===== config.mk =====
export PLATFORM = sky130hd
export DESIGN_NAME = gsa_ctrl
export DESIGN_NICKNAME = d
export VERILOG_FILES = /design/src/gsa_pkg.sv /design/src/gsa_ctrl.sv
export SDC_FILE = /design/constraint.sdc
export NUM_CORES = 1
export LEC_CHECK = 0
export BUFFER_PORTS_ARGS = -buffer_cell sky130_fd_sc_hd__buf_2
export CAP_MARGIN = 30
export CORE_AREA = 2 2 39 41
export CTS_BUF_LIST = sky130_fd_sc_hd__clkbuf_16
export CTS_CLUSTER_DIAMETER = 120
export CTS_CLUSTER_SIZE = 40
export DETAILED_ROUTE_END_ITERATION = 16
export DIE_AREA = 0 0 41 43
export HOLD_SLACK_MARGIN = 0.06
export PLACE_DENSITY = 0.45
export SYNTH_ARGS = -nofsm -noshare
export SYNTH_HDL_FRONTEND = slang
export SYNTH_SLANG_ARGS = --single-unit

===== constraint.sdc =====
create_clock -name clk -period 2.6 [get_ports clk]
set_input_delay 0.78 -clock clk [delete_from_list [all_inputs] [get_ports clk]]
set_output_delay 0.78 -clock clk [all_outputs]
set_load 0.01 [all_outputs]

===== src/gsa_pkg.sv =====
package gsa_pkg;

  // command codes
  localparam logic [1:0] CMD_ALLOC   = 2'd0;
  localparam logic [1:0] CMD_RELEASE = 2'd1;
  localparam logic [1:0] CMD_LOOKUP  = 2'd2;

  localparam logic [31:0] NO_HANDLE   = 32'hFFFF_FFFF;
  localparam logic [15:0] GEN_WRAP_AT = 16'd65534;

  // used bits are kept in words of GROUP_W slots
  localparam int GROUP_W    = 16;
  localparam int GROUP_BITS = 4;

  typedef struct packed {
    logic [1:0]  command;
    logic [31:0] handle;
  } req_t;

  typedef struct packed {
    logic        ok;
    logic [31:0] new_handle;
    logic [15:0] slot_index;
  } rsp_t;

  typedef enum logic [2:0] {
    S_IDLE,
    S_FIND,
    S_PICK,
    S_GEN,
    S_READ,
    S_CHECK,
    S_PUSH
  } state_t;

  // controller to datapath
  typedef struct packed {
    logic capture;
    logic find;
    logic pick;
    logic gen;
    logic rd;
    logic chk;
    logic push;
  } dp_cmd_t;

  // datapath to controller
  typedef struct packed {
    logic req_alloc;
    logic req_check;
    logic all_full;
    logic out_free;
  } dp_status_t;

endpackage


===== src/gsa_ctrl.sv =====
module gsa_ctrl (
  input  logic                clk,
  input  logic                rst,
  input  logic                req_valid,
  input  gsa_pkg::dp_status_t status,
  output logic                req_ready,
  output gsa_pkg::dp_cmd_t    cmd
);

  gsa_pkg::state_t state;
  gsa_pkg::state_t state_next;

  always_ff @(posedge clk) begin
    if (rst) begin
      state <= gsa_pkg::S_IDLE;
    end else begin
      state <= state_next;
    end
  end

  always_comb begin
    state_next = state;
    case (state)
      gsa_pkg::S_IDLE: begin
        if (req_valid) begin
          if (status.req_alloc) begin
            state_next = gsa_pkg::S_FIND;
          end else if (status.req_check) begin
            state_next = gsa_pkg::S_READ;
          end else begin
            state_next = gsa_pkg::S_PUSH;
          end
        end
      end
      gsa_pkg::S_FIND: begin
        state_next = status.all_full ? gsa_pkg::S_PUSH : gsa_pkg::S_PICK;
      end
      gsa_pkg::S_PICK:  state_next = gsa_pkg::S_GEN;
      gsa_pkg::S_GEN:   state_next = gsa_pkg::S_PUSH;
      gsa_pkg::S_READ:  state_next = gsa_pkg::S_CHECK;
      gsa_pkg::S_CHECK: state_next = gsa_pkg::S_PUSH;
      gsa_pkg::S_PUSH: begin
        if (status.out_free) begin
          state_next = gsa_pkg::S_IDLE;
        end
      end
      default: state_next = gsa_pkg::S_IDLE;
    endcase
  end

  always_comb begin
    cmd       = '0;
    req_ready = 1'b0;
    case (state)
      gsa_pkg::S_IDLE: begin
        // nothing is taken while reset is held
        req_ready   = !rst;
        cmd.capture = req_valid && !rst;
      end
      gsa_pkg::S_FIND:  cmd.find = 1'b1;
      gsa_pkg::S_PICK:  cmd.pick = 1'b1;
      gsa_pkg::S_GEN:   cmd.gen  = 1'b1;
      gsa_pkg::S_READ:  cmd.rd   = 1'b1;
      gsa_pkg::S_CHECK: cmd.chk  = 1'b1;
      gsa_pkg::S_PUSH:  cmd.push = status.out_free;
      default: ;
    endcase
  end

endmodule


After elaboration in Yosys (flattened, before gate mapping)

Index checks and enable logic that the tools add are counted.

Input bits: 7
Logic and storage cells: 28
Register bits: 3
Output and inout port bits: 8

Eq/ne operators: 8
Multiplexer cells: 14
Reductions and logical operators: 5

Operators by type and width:

| cell                                           | count |
|---|---|
| case mux 3 bit (6 select lines)                | 1 |
| two-way mux 3 bit                              | 4 |
| == test 3 bit (second input constant)          | 3 |
| two-way mux 1 bit                              | 8 |
| == test 3 x 2 -> 1 bit (second input constant) | 2 |
| inequality test 2 bit (second input constant)  | 2 |
| == test 3 x 1 -> 1 bit (second input constant) | 1 |
| logical NOT 3 bit                              | 1 |
| two-way mux 2 bit                              | 1 |
| AND reduction 2 bit                            | 1 |
| OR reduction 2 bit                             | 1 |
| logical AND 1 bit                              | 1 |
| logical NOT 1 bit                              | 1 |

Logic depth before layout (Yosys ltp)

Gate-level depths: netlist of run 1.

Depth in word-level cells: 4
Mapped depth: 4
Gate-level depth less buffers: 3

Worst setup path before layout of run 1

Ideal clock, no wire load.

Path kind: input port to output port
Start point: input rst
End point: output cmd[6] (netlist bit)
Path slack: 551 ps
Stages: 2
Data arrival time: 1,269 ps
Cells stage by stage: nor4_2 > and2_1

RTL lines:

| element         | RTL line      | RTL |
|---|---|---|
| start, declared | gsa_ctrl.sv:3 | `input logic rst,` |
| end, declared   | gsa_ctrl.sv:7 | `output gsa_pkg::dp_cmd_t cmd` |

==> flow_summary.json, run 1 <==
{
  "status": "completed",
  "drive_above_1_share": 0.4286,
  "drc": 0,
  "slowest_delay_ps": 150,
  "crit_path_max_fanout": 4,
  "area_growth_pct": 69.89,
  "cts_setup_buffers": 0,
  "whs_ps": 620.1,
  "ys.flop_type": "dfxtp_1",
  "antenna_found_initial": 0,
  "die_w_um": 41,
  "dr.pass1.iters": 1,
  "largest_register_ff_count": 3,
  "synthArstFlopShare": 0,
  "seq_area_um2": 60.06,
  "rows": 14,
  "worstSetupPathType": "in2out",
  "tns_ps": 0,
  "die_h_um": 43,
  "synth_commonest_cells": "3 x buf_2, 3 x dfxtp_1, 3 x o21ai_0",
  "fillCellCount": 154,
  "clock_skew_ps": 1.809,
  "ant_nets": 0,
  "setup_ws_ps": 497.5,
  "cts_root_buf": "clkbuf_16",
  "period_needed_ps": 2103,
  "synth_top_area_cell": "dfxtp_1",
  "routed_via_density": 4.500,
  "antennaDiodeCount": 0,
  "initial_utilization": 0.1591,
  "synth_top_cell_area_share": 0.2727,
  "final_max_slew_viol_count": 0,
  "fmax_mhz": 475.6,
  "slew_headroom": 0.7268,
  "place.gp.congestion": 0.6551,
  "endpoint_kind": "primary output",
  "cts_buffer_depth": 2,
  "leakage_uw": 0.0001743,
  "synthCells": 27,
  "synth_edf_count": 0,
  "numPortBuffers": 14,
  "regMostFlops": "state",
  "power_density_mw_per_mm2": 979.3,
  "crit_path_frequent_cell": "buf_2",
  "top_regs": "state x3",
  "synth_area_leaders": "dfxtp_1 27%, or4b_1 9.1%, buf_2 6.8%",
  "cp-start-kind": "primary input",
  "clk_latency_ps": 220,
  "first_iter_violations": 0,
  "whs_path_depth": 2,
  "grt_pass1_wl_um": 931,
  "routed-via-count": 261,
  "rsz0062_at_grt": "no",
  "htreeDepth": 1,
  "maxCapViolCount": 0,
  "wirelength_um": 601,
  "synth_area_um2": 220.2,
  "clkSinkCount": 3,
  "synth.yosys.seq_area_share": 0.2727,
  "io_pins": 15,
  "nets": 50,
  "cts-buffers-inserted": 3,
  "grt_usage": 0.08425,
  "synth_fp_nets": 34,
  "syn_avg_cell_area_um2": 8.156,
  "hold_path_class": "reg2reg",
  "overflow": 0,
  "grt_max_degree": 15,
  "coreArea_mm2": 0.001384,
  "stdcell_area_um2": 374.1,
  "cpMaxStageDelayCell": "nor4_2",
  "yosys_warnings": 0,
  "post-route-period-util": 0.8087,
  "wl_per_cell_um": 10.36,
  "crit_chain": "buf_2 -> nor4_2 -> and2_1 -> buf_2",
  "fp.dieArea_mm2": 0.001763,
  "multi_input_area_um2": 145.1,
  "dpl_worst_slack_ps": 487.4,
  "place_area_um2": 295.3,
  "arrival_ps": 1320,
  "clk_pin_slew_ps": 30,
  "synth.ff_latch_count": 3,
  "postCtsHoldBufs": 0,
  "cp.required_ps": 1820,
  "finalSetupViolations": 0,
  "dp_hpwl_um": 415.3,
  "max-vdd-ir-drop_v": 0.0001720,
  "cts_resized": 0,
  "ff2ff_path_depth": 2,
  "ys_types": 16,
  "worst_pin_slew_ps": 409.3,
  "hold_violations": 0,
  "cts_tree": "done",
  "grt_pass1_vias": 225
}
## cell families (layout without fill, tap and decap cells)
logic type	Yosys count	count (layout)	share of synthesized area
simple gates	13	13	0.4261
compound gates	8	8	0.2330
buf+inv	3	18	0.06816
flops	3	3	0.2727
## cells in the final DEF (no fill, tap or decap), types with 2 or more instances in the layout
cell       instances
o21ai_0            3
nor3b_1            2
dfxtp_1            3
and2_1             2
or4b_1             2
clkbuf_16          3
nor2b_1            2
buf_2             14
nand2_1            2
## worst paths after layout
path / startpoint / endpoint / slack (ps)
max: rst / cmd[6] / 500
min: state[2] / state[2] / 620
max reg2reg: state[2] / state[1] / 1430
min reg2reg: state[2] / state[2] / 620
## metrics by stage
stage               std cells    util  power (µW)
detailed placement         54  0.2134       126.0
finish                     58  0.2703       366.4
global route               58  0.2703       383.6
floorplan                  27       -       106.1
CTS                        58  0.2703       369.7
global placement           54  0.2134       127.2
## area by class of cell
type	instances	area share
Multi-Input combinational cell	21	0.3880
Clock buffer	3	0.2007
Timing Repair Buffer	14	0.1873
Sequential cell	3	0.1605
Tap cell	16	0.05351
Clock inverter	1	0.01003
## power breakdown
group          total (µW)  switching, µW  internal (µW)  leakage, µW
combinational        50.7           23.0           27.7     0.000107
sequential           74.0           20.4           53.6    0.0000249
clock                 242           43.3            198    0.0000423
## critical path: cells and delay by family
family | cells | cell delay [ps]
simple gates | 2 | 300
buf+inv | 2 | 240
## per-layer routing
metal | vias to the layer above | track usage | wire length [µm]
li1 | 132 | - | -
met1 | 115 | 0.1058 | 261
met5 | - | 0 | 0
met3 | 4 | 0.03141 | 54
met2 | 10 | 0.09375 | 253
met4 | 0 | 0.1000 | 31
No activity file was read; power rests on OpenSTA's default activity.
==> run 2: changes to the inputs <==
==> constraint.sdc (replaced) <==
create_clock -name clk -period 2.02 [get_ports clk]
set_input_delay 0.606 -clock clk [delete_from_list [all_inputs] [get_ports clk]]
set_output_delay 0.606 -clock clk [all_outputs]
set_load 0.01 [all_outputs]
==> flow_summary.json, run 2 (synthesized netlist as in run 1, its figures left out) <==
{
  "rows": 14,
  "p_clk_frac": 0.659,
  "cp.required_ps": 1410,
  "place.gp.congestion": 0.6010,
  "nets": 50,
  "cp-start-kind": "flip-flop",
  "layout_commonest_cell": "buf_2",
  "intPower_uw": 359.9,
  "dp_hpwl_um": 425.8,
  "clk_pin_slew_ps": 30,
  "cts_buffer_depth": 2,
  "coreArea_mm2": 0.001384,
  "cts-buffers-inserted": 3,
  "die_h_um": 43,
  "grt_usage": 0.07600,
  "stdcell_area_um2": 374.1,
  "power_density_mw_per_mm2": 1261,
  "period_needed_ps": 1833,
  "place_area_um2": 295.3,
  "worst_pin_slew_ps": 430.4,
  "cts_setup_buffers": 0,
  "drc": 0,
  "wirelength_um": 607,
  "dr.pass1.iters": 2,
  "die_w_um": 41,
  "power_frac_seq": 0.204,
  "layout_common_cells": "14 x buf_2, 3 x o21ai_0, 3 x clkbuf_16, 3 x dfxtp_1",
  "first_iter_violations": 1,
  "fmax_mhz": 545.5,
  "post-route-period-util": 0.9075,
  "grt_max_degree": 15,
  "clkSinkCount": 3,
  "hold_path_class": "in2reg",
  "initial_utilization": 0.1591,
  "overflow": 0,
  "leakage_uw": 0.0001743,
  "regMostFlops": "state",
  "max-vdd-ir-drop_v": 0.0002595,
  "slowest_delay_ps": 500,
  "top_layer": "met4",
  "grt_pass1_wl_um": 807,
  "routed-via-count": 264,
  "area_growth_pct": 69.89,
  "clk_latency_ps": 220,
  "critical_path_buf_inv_count": 1,
  "numPortBuffers": 14,
  "wl_met3_um": 53,
  "crit_chain": "nor2b_1 -> nor2b_1 -> buf_2",
  "antennaDiodeCount": 0,
  "tns_ps": 0,
  "p_sw_frac": 0.2373,
  "htreeDepth": 1,
  "cts_tree": "done",
  "routed_via_density": 4.552,
  "netSwitchingPower_uw": 112.0,
  "wl_per_cell_um": 10.47,
  "finalSetupViolations": 0,
  "hold_violations": 0,
  "grt_pass1_vias": 210,
  "ant_nets": 0,
  "io_pins": 15,
  "largest_register_ff_count": 3,
  "rsz0062_at_grt": "no",
  "wl_met2_um": 239,
  "top_regs": "state x3",
  "crit_family": "flip-flops",
  "status": "completed",
  "fp.dieArea_mm2": 0.001763,
  "cts_resized": 0,
  "m1WireLength_um": 277,
  "final_max_slew_viol_count": 0,
  "pwr-share-comb": 0.137,
  "drive_above_1_share": 0.4286,
  "maxCapViolCount": 0,
  "slew_headroom": 0.7127,
  "clock_skew_ps": 2.477,
  "cpMaxStageDelayCell": "dfxtp_1",
  "endpoint_kind": "primary output",
  "cts_root_buf": "clkbuf_16",
  "crit_path_frequent_cell": "nor2b_1",
  "fillCellCount": 164,
  "arrival_ps": 1230,
  "worstSetupPathType": "reg2out",
  "postCtsHoldBufs": 0,
  "antenna_found_initial": 0,
  "crit_path_max_fanout": 11
}
==> run 2: path summary, 6_finish.rpt <==
kind / startpoint / to / slack, ps / cells after the start
min: rst / state[2] / 610 / 2
min reg2reg: state[2] / state[2] / 630 / 2
max: state[0] / cmd[5] / 190 / 3
max reg2reg: state[1] / state[2] / 830 / 2
==> run 2: area by class of cell <==
cell class / instances / area (µm²) / share of cell area
multi-input cells: 21 / 145.1 / 0.3880
clock inverters: 1 / 3.754 / 0.01003
clock buffers: 3 / 75.07 / 0.2007
flip-flops and latches: 3 / 60.06 / 0.1605
well taps: 16 / 20.02 / 0.05351
repair buffers: 14 / 70.07 / 0.1873
==> run 2: power groups by stage <==
stage          Clock, µW  Sequential [µW]  Combinational [µW]
2_1_floorplan          0             74.3                62.4
3_3_place_gp           0             96.8                67.1
3_5_place_dp           0             96.2                66.6
4_1_cts              315             96.0                66.5
5_1_grt              318             99.2                72.1
6_report             311             96.1                64.8
==> run 2: metal layers <==
layer,track usage,vias to the layer above
met3,0,4
met5,0,-
met1,0.08254,116
li1,-,133
met4,0.1400,0
met2,0.09063,11
==> run 2: stage by stage <==
stage                     total power [µW]    util  hold WS, ps  cells  worst slack, ps
after floorplan                      136.6       -        483.4     27            318.8
after global placement               163.9  0.2134        634.2     54            256.7
after detailed placement             162.8  0.2134        631.7     54            241.6
after CTS                            477.9  0.2703        605.6     58            170.6
after global routing                 489.3  0.2703        610.7     58            105.6
final                                471.9  0.2703        608.3     58            186.9
==> run 2: worst reg2reg max path: cells and delay by family, from the launching register on <==
kind / cells / cell delay, ps
AND/OR/NAND/NOR: 1 / 550
flip-flops: 1 / 430
AO/OA/AOI/OAI: 1 / 140
==> run 3: changes to the inputs <==
--- a/config.mk
+++ b/config.mk
@@ -13,8 +13,10 @@
 export CTS_CLUSTER_SIZE = 40
 export DETAILED_ROUTE_END_ITERATION = 16
 export DIE_AREA = 0 0 41 43
+export GPL_TIMING_DRIVEN = 0
 export HOLD_SLACK_MARGIN = 0.06
 export PLACE_DENSITY = 0.45
+export REMOVE_ABC_BUFFERS = 1
 export SYNTH_ARGS = -nofsm -noshare
 export SYNTH_HDL_FRONTEND = slang
 export SYNTH_SLANG_ARGS = --single-unit
==> flow_summary.json, run 3 (synthesized netlist as in run 1, its figures left out) <==
{
  "status": "completed",
  "p_sw_frac": 0.2330,
  "drc": 0,
  "cts_tree": "done",
  "ant_nets": 0,
  "worstSetupPathType": "reg2out",
  "place.gp.congestion": 0.7404,
  "power_density_mw_per_mm2": 1254,
  "antennaDiodeCount": 0,
  "dr.pass1.iters": 1,
  "wirelength_um": 565,
  "htreeDepth": 1,
  "rsz0062_at_grt": "no",
  "overflow": 0,
  "final_util": 0.2703,
  "rows": 14,
  "routed-via-count": 244,
  "regMostFlops": "state",
  "grt_usage": 0.07831,
  "whs_path_depth": 2,
  "die_h_um": 43,
  "tns_ps": 0,
  "fp.dieArea_mm2": 0.001763,
  "initial_utilization": 0.1591,
  "pwr-share-comb": 0.138,
  "io_pins": 15,
  "clk_pin_slew_ps": 30,
  "power_frac_seq": 0.203,
  "cts_setup_buffers": 0,
  "place_area_um2": 295.3,
  "cts_root_buf": "clkbuf_16",
  "cp.required_ps": 1410,
  "drive_above_1_share": 0.4286,
  "die_w_um": 41,
  "intPower_uw": 359.8,
  "slew_headroom": 0.7344,
  "crit_path_max_fanout": 11,
  "layout.cells.non_filler": 58,
  "cp-start-kind": "flip-flop",
  "fillCellCount": 156,
  "clkSinkCount": 3,
  "cts_buffer_depth": 2,
  "startpoint": "state[0]",
  "clk_latency_ps": 220,
  "clock_skew_ps": 0.7015,
  "max-vdd-ir-drop_v": 0.0003146,
  "rrSetupSlack_ps": 850,
  "r2r-end": "state[1]",
  "grt_max_degree": 15,
  "antenna_found_initial": 0,
  "endpoint_kind": "primary output",
  "hold_end": "state[1]",
  "worstReg2RegStart": "state[2]",
  "total_power_uw": 469.1,
  "ff2ff_path_depth": 2,
  "hold_violations": 0,
  "hold_path_class": "in2reg",
  "wl_per_cell_um": 9.741,
  "layout_commonest_cell": "buf_2",
  "grt_pass1_wl_um": 883,
  "area_growth_pct": 69.89,
  "postCtsHoldBufs": 0,
  "layout_common_cells": "14 x buf_2, 3 x o21ai_0, 3 x clkbuf_16, 3 x dfxtp_1",
  "netSwitchingPower_uw": 109.3,
  "finalSetupViolations": 0,
  "numPortBuffers": 14,
  "post-route-period-util": 0.9018,
  "top_regs": "state x3",
  "stdcell_area_um2": 374.1,
  "first_iter_violations": 0,
  "arrival_ps": 1220,
  "min_from": "rst",
  "worst_pin_slew_ps": 397.8,
  "period_needed_ps": 1822,
  "largest_register_ff_count": 3,
  "leakage_uw": 0.0001743,
  "maxCapViolCount": 0,
  "cts-buffers-inserted": 3,
  "grt_pass1_vias": 202,
  "dp_hpwl_um": 387.2,
  "cts_resized": 0,
  "dp_cells": 54,
  "p_clk_frac": 0.659,
  "nets": 50,
  "coreArea_mm2": 0.001384,
  "routed_via_density": 4.207,
  "final_max_slew_viol_count": 0,
  "fmax_mhz": 549.0
}
## run 3: final cells by class
type | count | area [µm²] | share of cell area
clock buffers | 3 | 75.07 | 0.2007
clock inverters | 1 | 3.754 | 0.01003
multi-input cells | 21 | 145.1 | 0.3880
flip-flops and latches | 3 | 60.06 | 0.1605
well taps | 16 | 20.02 | 0.05351
repair buffers | 14 | 70.07 | 0.1873
## run 3: worst max-delay path, cell delays in order (launching register included)
cell	delay, ps
dfxtp_1	500
nor2b_1	220
nor2b_1	130
buf_2	130
## run 3: metrics by stage
step	hold slack, ps	setup WS (ps)
3_5_place_dp	627.4	249.2
3_3_place_gp	622.6	243.6
6_report	600.9	198.4
4_1_cts	600.7	183.2
5_1_grt	621.1	81.89
2_1_floorplan	552.9	318.8
## run 3: worst max-delay path by stage
stage	to	slack [ps]
6_report	cmd[5]	200
2_1_floorplan	cmd[6]	320
5_1_grt	cmd[6]	80
3_3_place_gp	cmd[6]	240
4_1_cts	cmd[6]	180
3_5_place_dp	cmd[6]	250
## run 3: power groups by stage
stage	Clock [µW]	Combinational, µW	Sequential [µW]
after global placement	0	66.0	96.5
after global routing	318	73.0	99.8
after floorplan	0	40.6	88.8
final	309	64.8	95.1
after CTS	313	66.1	96.1
after detailed placement	0	65.7	96.8
## run 3: per-layer routing
layer / routed length, µm / GRT usage
met3: 42 / 0.03141
met4: 0 / 0.08000
met5: 0 / 0
met2: 254 / 0.08125
met1: 268 / 0.1093
